--- src/h2df_pkg.sv ---
package h2df_pkg;

  localparam logic [4:0]  PrefaceLen   = 5'd24;
  localparam logic [3:0]  HeaderLen    = 4'd9;
  localparam logic [7:0]  SettingsType = 8'h04;

  // Header byte positions: three length bytes, type, flags, then stream id.
  localparam logic [3:0]  HdrTypePos   = 4'd3;
  localparam logic [3:0]  HdrFlagsPos  = 4'd4;

  typedef enum logic [2:0] {
    PH_AWAIT      = 3'd0,
    PH_PREFACE    = 3'd1,
    PH_CLIENT_SET = 3'd2,
    PH_SETUP      = 3'd3,
    PH_SKIP       = 3'd4
  } phase_e;

  typedef enum logic [1:0] {
    KIND_DROP    = 2'd0,
    KIND_PREFACE = 2'd1,
    KIND_HEADER  = 2'd2,
    KIND_PAYLOAD = 2'd3
  } kind_e;

  // Client connection preface "PRI * HTTP/2.0\r\n\r\nSM\r\n\r\n".
  function automatic logic [7:0] preface_byte(input logic [4:0] idx);
    logic [7:0] val;
    unique case (idx)
      5'd0:  val = 8'h50;
      5'd1:  val = 8'h52;
      5'd2:  val = 8'h49;
      5'd3:  val = 8'h20;
      5'd4:  val = 8'h2A;
      5'd5:  val = 8'h20;
      5'd6:  val = 8'h48;
      5'd7:  val = 8'h54;
      5'd8:  val = 8'h54;
      5'd9:  val = 8'h50;
      5'd10: val = 8'h2F;
      5'd11: val = 8'h32;
      5'd12: val = 8'h2E;
      5'd13: val = 8'h30;
      5'd14: val = 8'h0D;
      5'd15: val = 8'h0A;
      5'd16: val = 8'h0D;
      5'd17: val = 8'h0A;
      5'd18: val = 8'h53;
      5'd19: val = 8'h4D;
      5'd20: val = 8'h0D;
      5'd21: val = 8'h0A;
      5'd22: val = 8'h0D;
      5'd23: val = 8'h0A;
      default: val = 8'h00;
    endcase
    return val;
  endfunction

endpackage

--- src/h2df_if.sv ---
interface h2df_in_if;
  logic       valid;
  logic       ready;
  logic [7:0] data_byte;
  logic       from_server;
  logic       packet_end;

  modport source (output valid, output data_byte, output from_server, output packet_end,
                  input ready);
  modport sink (input valid, input data_byte, input from_server, input packet_end,
                output ready);
endinterface

interface h2df_out_if;
  logic        valid;
  logic        ready;
  logic [1:0]  byte_kind;
  logic        frame_dir;
  logic [7:0]  frm_type;
  logic [7:0]  frame_flags;
  logic [31:0] stream_ident;
  logic [23:0] frame_length;
  logic [7:0]  data_out;
  logic        frame_start;
  logic        frame_end;
  logic [2:0]  flow_phase;
  logic        error_now;

  modport source (output valid, output byte_kind, output frame_dir, output frm_type,
                  output frame_flags, output stream_ident, output frame_length,
                  output data_out, output frame_start, output frame_end,
                  output flow_phase, output error_now, input ready);
  modport sink (input valid, input byte_kind, input frame_dir, input frm_type,
                input frame_flags, input stream_ident, input frame_length,
                input data_out, input frame_start, input frame_end,
                input flow_phase, input error_now, output ready);
endinterface

--- src/http2_connection_deframer_top.sv ---
// Channel | Dir | Payload                                         | Handshake
// in_i    | in  | data_byte, from_server, packet_end              | valid/ready
// out_o   | out | byte_kind, frame_dir, frm_type, frame_flags,    | valid/ready
//         |     | stream_ident, frame_length, data_out,           |
//         |     | frame_start, frame_end, flow_phase, error_now   |
//
// One item per clock while out_o does not stall; each taken item passes through the input
// register, then one pass of the flow logic into the result register.
// The per-direction header/payload counters set the combinational update path.
// Reset (rst_ni low, asynchronous) returns the flow to awaiting the preface.
// A stall on out_o holds the result register, and the input register once it holds an item.
module http2_connection_deframer_top (
  input logic        clk_i,
  input logic        rst_ni,
  h2df_in_if.sink    in_i,
  h2df_out_if.source out_o
);

  // Input register
  logic       s1_valid_q;
  logic [7:0] s1_byte_q;
  logic       s1_dir_q;
  logic       s1_end_q;

  // Flow state
  h2df_pkg::phase_e phase_q, phase_d;
  logic [4:0]  pref_cnt_q, pref_cnt_d;
  logic [3:0]  hc_q      [2];
  logic [3:0]  hc_d      [2];
  logic [23:0] len_q     [2];
  logic [23:0] len_d     [2];
  logic [7:0]  type_q    [2];
  logic [7:0]  type_d    [2];
  logic [7:0]  flags_q   [2];
  logic [7:0]  flags_d   [2];
  logic [31:0] stream_q  [2];
  logic [31:0] stream_d  [2];
  logic [23:0] left_q    [2];
  logic [23:0] left_d    [2];

  // Result register
  logic        out_valid_q;
  h2df_pkg::kind_e kind_q;
  logic        dir_q;
  logic [7:0]  ftype_q;
  logic [7:0]  fflags_q;
  logic [31:0] fstream_q;
  logic [23:0] flen_q;
  logic [7:0]  data_q;
  logic        fs_q;
  logic        fe_q;
  logic [2:0]  fphase_q;
  logic        err_q;

  logic advance;

  // Combinational results of the current item
  h2df_pkg::kind_e kind;
  logic        err;
  logic        fs;
  logic        fe;
  logic        check;
  logic [3:0]  hc;
  logic [3:0]  hc_n;
  logic [23:0] base_len;
  logic [7:0]  base_type;
  logic [7:0]  base_flags;
  logic [31:0] base_stream;
  logic [23:0] left_n;

  // Move the input register forward whenever the result register is free or draining.
  assign advance    = s1_valid_q && (!out_valid_q || out_o.ready);
  assign in_i.ready = !s1_valid_q || advance;

  always_ff @(posedge clk_i or negedge rst_ni) begin
    if (!rst_ni) begin
      s1_valid_q <= 1'b0;
    end else if (in_i.ready) begin
      s1_valid_q <= in_i.valid;
    end
  end

  always_ff @(posedge clk_i) begin
    if (in_i.ready && in_i.valid) begin
      s1_byte_q <= in_i.data_byte;
      s1_dir_q  <= in_i.from_server;
      s1_end_q  <= in_i.packet_end;
    end
  end

  always_comb begin
    phase_d    = phase_q;
    pref_cnt_d = pref_cnt_q;
    hc_d       = hc_q;
    len_d      = len_q;
    type_d     = type_q;
    flags_d    = flags_q;
    stream_d   = stream_q;
    left_d     = left_q;
    kind       = h2df_pkg::KIND_DROP;
    err        = 1'b0;
    fs         = 1'b0;
    fe         = 1'b0;
    check      = 1'b0;
    hc         = hc_q[s1_dir_q];
    hc_n       = hc;
    left_n     = left_q[s1_dir_q];
    // A new header starts from cleared fields.
    base_len    = (hc == 4'd0) ? 24'd0 : len_q[s1_dir_q];
    base_type   = (hc == 4'd0) ? 8'd0  : type_q[s1_dir_q];
    base_flags  = (hc == 4'd0) ? 8'd0  : flags_q[s1_dir_q];
    base_stream = (hc == 4'd0) ? 32'd0 : stream_q[s1_dir_q];

    unique case (phase_q) inside
      h2df_pkg::PH_AWAIT: begin
        if (s1_dir_q) begin
          // Server bytes are dropped, and raise an error if they cut into a started preface.
          err = (pref_cnt_q != 5'd0);
        end else if (pref_cnt_q >= h2df_pkg::PrefaceLen ||
                     s1_byte_q != h2df_pkg::preface_byte(pref_cnt_q)) begin
          err = 1'b1;
        end else begin
          pref_cnt_d = pref_cnt_q + 5'd1;
          if (pref_cnt_d == h2df_pkg::PrefaceLen) begin
            phase_d = h2df_pkg::PH_PREFACE;
          end else if (s1_end_q) begin
            err = 1'b1;
          end
          if (!err) begin
            kind = h2df_pkg::KIND_PREFACE;
          end
        end
      end
      h2df_pkg::PH_PREFACE, h2df_pkg::PH_CLIENT_SET, h2df_pkg::PH_SETUP: begin
        // The first client frame, then the first server frame, must be SETTINGS.
        check = (phase_q == h2df_pkg::PH_PREFACE && !s1_dir_q) ||
                (phase_q == h2df_pkg::PH_CLIENT_SET && s1_dir_q);
        if (phase_q == h2df_pkg::PH_PREFACE && s1_dir_q) begin
          err = 1'b1;
        end else if (hc < h2df_pkg::HeaderLen) begin
          len_d[s1_dir_q]    = base_len;
          type_d[s1_dir_q]   = base_type;
          flags_d[s1_dir_q]  = base_flags;
          stream_d[s1_dir_q] = base_stream;
          if (hc < h2df_pkg::HdrTypePos) begin
            len_d[s1_dir_q] = {base_len[15:0], s1_byte_q};
          end else if (hc == h2df_pkg::HdrTypePos) begin
            type_d[s1_dir_q] = s1_byte_q;
          end else if (hc == h2df_pkg::HdrFlagsPos) begin
            flags_d[s1_dir_q] = s1_byte_q;
          end else begin
            stream_d[s1_dir_q] = {base_stream[23:0], s1_byte_q};
          end

          if (check && hc == h2df_pkg::HdrTypePos && s1_byte_q != h2df_pkg::SettingsType) begin
            err = 1'b1;
          end else if (hc < h2df_pkg::HeaderLen - 4'd1 && s1_end_q) begin
            // A header may not be split across packets.
            err = 1'b1;
          end

          if (!err) begin
            kind = h2df_pkg::KIND_HEADER;
            if (check && hc == h2df_pkg::HdrTypePos) begin
              phase_d = (phase_q == h2df_pkg::PH_PREFACE) ? h2df_pkg::PH_CLIENT_SET
                                                          : h2df_pkg::PH_SETUP;
            end
            hc_n = hc + 4'd1;
            if (hc_n == h2df_pkg::HeaderLen) begin
              fs = 1'b1;
              left_d[s1_dir_q] = len_d[s1_dir_q];
              if (len_d[s1_dir_q] == 24'd0) begin
                fe   = 1'b1;
                hc_n = 4'd0;
              end
            end
            hc_d[s1_dir_q] = hc_n;
          end
        end else begin
          // Payload: count down, close the frame at zero.
          kind = h2df_pkg::KIND_PAYLOAD;
          if (left_n != 24'd0) begin
            left_n = left_n - 24'd1;
          end
          left_d[s1_dir_q] = left_n;
          if (left_n == 24'd0) begin
            fe = 1'b1;
            hc_d[s1_dir_q] = 4'd0;
          end
        end
      end
      default: begin
        // Skipping: drop everything.
        phase_d = h2df_pkg::PH_SKIP;
      end
    endcase

    if (err) begin
      phase_d = h2df_pkg::PH_SKIP;
      kind    = h2df_pkg::KIND_DROP;
      fs      = 1'b0;
      fe      = 1'b0;
    end
  end

  always_ff @(posedge clk_i or negedge rst_ni) begin
    if (!rst_ni) begin
      phase_q    <= h2df_pkg::PH_AWAIT;
      pref_cnt_q <= 5'd0;
      for (int i = 0; i < 2; i++) begin
        hc_q[i]     <= 4'd0;
        len_q[i]    <= 24'd0;
        type_q[i]   <= 8'd0;
        flags_q[i]  <= 8'd0;
        stream_q[i] <= 32'd0;
        left_q[i]   <= 24'd0;
      end
    end else if (advance) begin
      phase_q    <= phase_d;
      pref_cnt_q <= pref_cnt_d;
      hc_q       <= hc_d;
      len_q      <= len_d;
      type_q     <= type_d;
      flags_q    <= flags_d;
      stream_q   <= stream_d;
      left_q     <= left_d;
    end
  end

  always_ff @(posedge clk_i or negedge rst_ni) begin
    if (!rst_ni) begin
      out_valid_q <= 1'b0;
    end else if (!out_valid_q || out_o.ready) begin
      out_valid_q <= s1_valid_q;
    end
  end

  // Header fields show the direction's registers after this item, only for frame bytes.
  always_ff @(posedge clk_i) begin
    if (advance) begin
      kind_q   <= kind;
      data_q   <= s1_byte_q;
      fs_q     <= fs;
      fe_q     <= fe;
      fphase_q <= 3'(phase_d);
      err_q    <= err;
      if (kind == h2df_pkg::KIND_HEADER || kind == h2df_pkg::KIND_PAYLOAD) begin
        dir_q     <= s1_dir_q;
        ftype_q   <= type_d[s1_dir_q];
        fflags_q  <= flags_d[s1_dir_q];
        fstream_q <= stream_d[s1_dir_q];
        flen_q    <= len_d[s1_dir_q];
      end else begin
        dir_q     <= 1'b0;
        ftype_q   <= 8'd0;
        fflags_q  <= 8'd0;
        fstream_q <= 32'd0;
        flen_q    <= 24'd0;
      end
    end
  end

  assign out_o.valid        = out_valid_q;
  assign out_o.byte_kind    = 2'(kind_q);
  assign out_o.frame_dir    = dir_q;
  assign out_o.frm_type     = ftype_q;
  assign out_o.frame_flags  = fflags_q;
  assign out_o.stream_ident = fstream_q;
  assign out_o.frame_length = flen_q;
  assign out_o.data_out     = data_q;
  assign out_o.frame_start  = fs_q;
  assign out_o.frame_end    = fe_q;
  assign out_o.flow_phase   = fphase_q;
  assign out_o.error_now    = err_q;

  // Skipping is left only by reset.
  assert property (@(posedge clk_i) disable iff (!rst_ni)
    phase_q == h2df_pkg::PH_SKIP |=> phase_q == h2df_pkg::PH_SKIP)
    else $error("flow left skipping phase");

  // An erroring item is dropped and reports the skipping phase.
  assert property (@(posedge clk_i) disable iff (!rst_ni)
    out_valid_q && err_q |-> kind_q == h2df_pkg::KIND_DROP &&
                             fphase_q == 3'(h2df_pkg::PH_SKIP) && !fs_q && !fe_q)
    else $error("error item not dropped");

  // A frame start is always the last header byte.
  assert property (@(posedge clk_i) disable iff (!rst_ni)
    out_valid_q && fs_q |-> kind_q == h2df_pkg::KIND_HEADER)
    else $error("frame start on non-header byte");

  // A header byte that ends a frame must also start it (zero-length frame).
  assert property (@(posedge clk_i) disable iff (!rst_ni)
    out_valid_q && fe_q && kind_q == h2df_pkg::KIND_HEADER |-> fs_q && flen_q == 24'd0)
    else $error("header byte ended non-empty frame");

endmodule
--- src/flat_wrapper.sv ---
// flat-port wrapper written by rule: the top's interface ports become plain ports
module http2_connection_deframer_top_flat 
  (clk_i, rst_ni, in_i_valid, in_i_data_byte, in_i_from_server, in_i_packet_end, in_i_ready, out_o_valid, out_o_byte_kind, out_o_frame_dir, out_o_frm_type, out_o_frame_flags, out_o_stream_ident, out_o_frame_length, out_o_data_out, out_o_frame_start, out_o_frame_end, out_o_flow_phase, out_o_error_now, out_o_ready);
  h2df_in_if in_i_i ();
  h2df_out_if out_o_i ();
  input logic clk_i;
  input logic rst_ni;
  input wire logic [$bits(in_i_i.valid)-1:0] in_i_valid;
  input wire logic [$bits(in_i_i.data_byte)-1:0] in_i_data_byte;
  input wire logic [$bits(in_i_i.from_server)-1:0] in_i_from_server;
  input wire logic [$bits(in_i_i.packet_end)-1:0] in_i_packet_end;
  output wire logic [$bits(in_i_i.ready)-1:0] in_i_ready;
  output wire logic [$bits(out_o_i.valid)-1:0] out_o_valid;
  output wire logic [$bits(out_o_i.byte_kind)-1:0] out_o_byte_kind;
  output wire logic [$bits(out_o_i.frame_dir)-1:0] out_o_frame_dir;
  output wire logic [$bits(out_o_i.frm_type)-1:0] out_o_frm_type;
  output wire logic [$bits(out_o_i.frame_flags)-1:0] out_o_frame_flags;
  output wire logic [$bits(out_o_i.stream_ident)-1:0] out_o_stream_ident;
  output wire logic [$bits(out_o_i.frame_length)-1:0] out_o_frame_length;
  output wire logic [$bits(out_o_i.data_out)-1:0] out_o_data_out;
  output wire logic [$bits(out_o_i.frame_start)-1:0] out_o_frame_start;
  output wire logic [$bits(out_o_i.frame_end)-1:0] out_o_frame_end;
  output wire logic [$bits(out_o_i.flow_phase)-1:0] out_o_flow_phase;
  output wire logic [$bits(out_o_i.error_now)-1:0] out_o_error_now;
  input wire logic [$bits(out_o_i.ready)-1:0] out_o_ready;
  assign in_i_i.valid = in_i_valid;
  assign in_i_i.data_byte = in_i_data_byte;
  assign in_i_i.from_server = in_i_from_server;
  assign in_i_i.packet_end = in_i_packet_end;
  assign in_i_ready = in_i_i.ready;
  assign out_o_valid = out_o_i.valid;
  assign out_o_byte_kind = out_o_i.byte_kind;
  assign out_o_frame_dir = out_o_i.frame_dir;
  assign out_o_frm_type = out_o_i.frm_type;
  assign out_o_frame_flags = out_o_i.frame_flags;
  assign out_o_stream_ident = out_o_i.stream_ident;
  assign out_o_frame_length = out_o_i.frame_length;
  assign out_o_data_out = out_o_i.data_out;
  assign out_o_frame_start = out_o_i.frame_start;
  assign out_o_frame_end = out_o_i.frame_end;
  assign out_o_flow_phase = out_o_i.flow_phase;
  assign out_o_error_now = out_o_i.error_now;
  assign out_o_i.ready = out_o_ready;
  http2_connection_deframer_top u_core (.clk_i(clk_i), .rst_ni(rst_ni), .in_i(in_i_i), .out_o(out_o_i));
endmodule
--- config.mk ---
export PLATFORM = sky130hd
export DESIGN_NAME = http2_connection_deframer_top_flat
export DESIGN_NICKNAME = d
export VERILOG_FILES = /design/src/h2df_pkg.sv /design/src/h2df_if.sv /design/src/http2_connection_deframer_top.sv /design/src/flat_wrapper.sv
export SDC_FILE = /design/constraint.sdc
export NUM_CORES = 1
export LEC_CHECK = 0
export BUFFER_PORTS_ARGS = -buffer_cell sky130_fd_sc_hd__buf_2
export CAP_MARGIN = 15
export CORE_MARGIN = 2
export CORE_UTILIZATION = 50
export DETAILED_ROUTE_END_ITERATION = 7
export PLACE_DENSITY = 0.67
export SYNTH_ARGS = -nofsm -noshare
export SYNTH_HDL_FRONTEND = slang
export SYNTH_SLANG_ARGS = --single-unit
--- constraint.sdc ---
create_clock -name clk_i -period 5.2 [get_ports clk_i]
set_input_delay 1.04 -clock clk_i [delete_from_list [all_inputs] [get_ports clk_i]]
set_output_delay 1.04 -clock clk_i [all_outputs]
set_load 0.01 [all_outputs]
==> qor.yml <==
synthArstFlopShare: 0.680
cts_setup_buffers: 0
peakVddDrop_mv: 0.219
rrSetupSlack_ns: 0.78
vias: 15000
finClkSkew_ns: 0.0159
comb_power_share: 0.075
netlist.area_leader.share: 0.308
max_freq_mhz: 226
p_leak_nw: 7.50
hold_depth: 2
synth_warnings: 0
synth_ff_type: "dfrtp_1"
p_per_area_nw_per_um2: 284
cts_resized: 0
final-hold-violation-count: 0
syn_area_um2: 17000
tightest_slew_ns: 0.937
internal_power_w: 0.00410
firstDrtPassIters: 6
syn2layout_area_growth_pct: 12.4
clkPwrFrac: 0.448
grt_pass1_vias: 14200
nets: 1894
startpoint_type: "register"
start_util: 0.508
rows: 67
outcome: "finished, final reports clean"
worstPathMaxFanout: 52
min-delay-start: "u_core.type_q[12]"
cts.root.buffer_cell: "clkbuf_16"
yosysSeqAreaShare: 0.483
syn_area_per_cell_um2: 9.37
syn_nets: 1849
vias_per_cell: 6.40
synthCells: 1819
fin_crit_sh: 0.850
ios: 105
timing.rr.start: "u_core.s1_dir_q"
die_w_um: 189
synthAdderAreaFrac: 0.0117
synth_edf_count: 99
cts_tree: "built"
drive_gt1_frac: 0.140
synth_top_family_by_area: "compound AO/OA/AOI/OAI gates"
p_switching_w: 0.00133
htree_levels: 2
ys_types: 79
grt_max_degree: 91
hpwlAfterDp_um: 36400
hold_buffers: 0
synth_mux_area_frac: 0.0403
clk_latency_ns: 0.53
power_frac_seq: 0.476
swShare: 0.245
setup_viol: 0
die_y_um: 189
yosysMostFrequentCell: "nand2_1"
layout_min_cycle_time_ns: 4.42
hold_class: "reg -> reg"
r2r-end: "u_core.hc_q[0]"
critical_path_arrival_ns: 4.81
synth_largest_area_cell: "dfrtp_1"
cts_sinks: 309
clockBufferDepth: 3
yosys.area_share.xor_xnor: 0.0113
dieArea_um2: 35600
insertedDiodeCount: 0
drtAntennaViolNets: 0
drc: 0
routedWlPerCell_um: 22.7
ys_ff_latch: 309
min_to: "u_core.type_q[12]"
critical_path_class: "reg -> reg"
required_ns: 5.59
drt_wl_total_um: 53200
cp-end-kind: "register"
synth_compound_area_frac: 0.245
place_congestion: 0.925
relSlewSlack: 0.375
clk_pin_slew_ns: 0.06
grt-ovfl-total: 0
utilization: 0.571
maxCapViolations: 0
numCtsBuffers: 35
port_buffers: 104
grt_pass1_wl_um: 83200
rsz0062_at_grt: "false"
reg2regPathDepth: 10
synthTopCellsByCount: "nand2_1 (269), dfrtp_1 (210), o21ai_0 (141), nor2_1 (132), clkbuf_1 (125)"
ys_top_cells_by_area: "dfrtp_1 (31%), edfxtp_1 (17%), nand2_1 (5.9%)"
grt_use_total: 0.297
synth_simple_gate_area_share: 0.165
final.fill_count: 2979
slew_viol_final: 0
drtIter0Drc: 1965
core_area_um2: 33500
antenna_found_initial: 0
fin_tns_setup_ns: 0
-- worst max-delay path by stage --
stage | from | to | cells past startpoint
6_report | u_core.s1_dir_q | u_core.hc_q[0] | 10
4_1_cts | u_core.s1_dir_q | u_core.hc_q[5] | 10
5_1_grt | u_core.s1_dir_q | u_core.hc_q[5] | 10
3_3_place_gp | u_core.s1_dir_q | u_core.hc_q[0] | 10
3_5_place_dp | u_core.s1_dir_q | u_core.hc_q[0] | 10
2_1_floorplan | u_core.s1_dir_q | u_core.hc_q[0] | 17
-- per-layer routing --
layer	GRT usage	up-vias	wire (um)
li1	-	6868	-
met3	0.0374	114	3330
met5	0	-	0
met2	0.486	638	25400
met4	0.103	0	1780
met1	0.409	7355	22600
-- logic make-up (layout without fill, tap and decap cells) --
logic type,count (synthesis),in the layout
XOR/XNOR,22,22
AND/OR/NAND/NOR,607,607
multiplexers,63,63
buffers and inverters,190,262
AO/OA/AOI/OAI,612,612
flip-flops,309,309
adder cells (fa/ha/maj),16,16
-- power groups by stage --
stage	registers [W]	logic (W)	clock network, W
finish	0.00259	0.000409	0.00244
global route	0.00259	0.000445	0.00256
CTS	0.00259	0.000410	0.00246
detailed placement	0.00264	0.000409	0
global placement	0.00264	0.000407	0
floorplan	0.00266	0.000214	0
-- placed cells by master, fill, tap and decap left out, drive strengths merged, types with 6 or more instances in the layout --
cell	n
a211oi	75
a21oi	88
a221oi	35
a22o	58
a22oi	81
a31oi	30
a32o	10
a32oi	15
and2	15
and3	11
buf	157
clkbuf	48
clkinv	13
dfrtp	210
edfxtp	99
ha	16
inv	42
mux2	15
mux2i	45
nand2	269
nand2b	16
nand3	19
nand4	6
nor2	132
nor2b	13
nor3	50
nor3b	9
nor4	16
o211ai	9
o21a	6
o21ai	150
o22ai	6
o31ai	12
or2	9
or3	17
or4	11
xnor2	11
xor2	11
-- worst max-delay path, cell delays in order, from the launching register on --
cell	delay, ns
edfxtp_1	0.67
buf_12	0.32
mux2i_1	0.35
ha_1	0.30
o21ai_0	0.27
or3_4	0.44
or4_1	0.53
and2_1	0.19
or4_4	0.55
nor4_4	0.50
o21ai_1	0.14
-- registers in the layout, summed over array words and instances (netlist names), 2 cells and up --
register	count
u_core.stream_q	64
u_core.left_q	48
u_core.len_q	48
u_core.out_o.stream_ident	32
u_core.out_o.frame_length	24
u_core.flags_q	16
u_core.type_q	16
u_core.hc_q	8
u_core.out_o.data_out	8
u_core.out_o.frame_flags	8
u_core.out_o.frm_type	8
u_core.s1_byte_q	8
u_core.pref_cnt_q	5
u_core.out_o.flow_phase	3
u_core.phase_q	3
u_core.out_o.byte_kind	2
-- per-stage QoR --
stage          cell area (um2)  hold slack, ns  worst slack [ns]  std cells  total power [W]
2_1_floorplan            17000           0.421             0.111       1819          0.00287
3_3_place_gp             18000           0.464             0.927       2275          0.00304
5_1_grt                  19200           0.509             0.481       2339          0.00559
6_report                 19200           0.479             0.778       2339          0.00543
4_1_cts                  19200           0.487             0.787       2339          0.00546
3_5_place_dp             18000           0.473             0.829       2275          0.00304
-- cell type report --
| cell class | count | area [um2] | share of cell area |
|---|---|---|---|
| Clock inverter | 17 | 150 | 0.00784 |
| Multi-Input combinational cell | 1320 | 8140 | 0.425 |
| Sequential cell | 309 | 8230 | 0.429 |
| Timing Repair Buffer | 158 | 960 | 0.0501 |
| Clock buffer | 47 | 972 | 0.0507 |
| Inverter | 40 | 153 | 0.00797 |
| Tap cell | 448 | 561 | 0.0293 |
No activity file was read; power rests on OpenSTA's default activity.
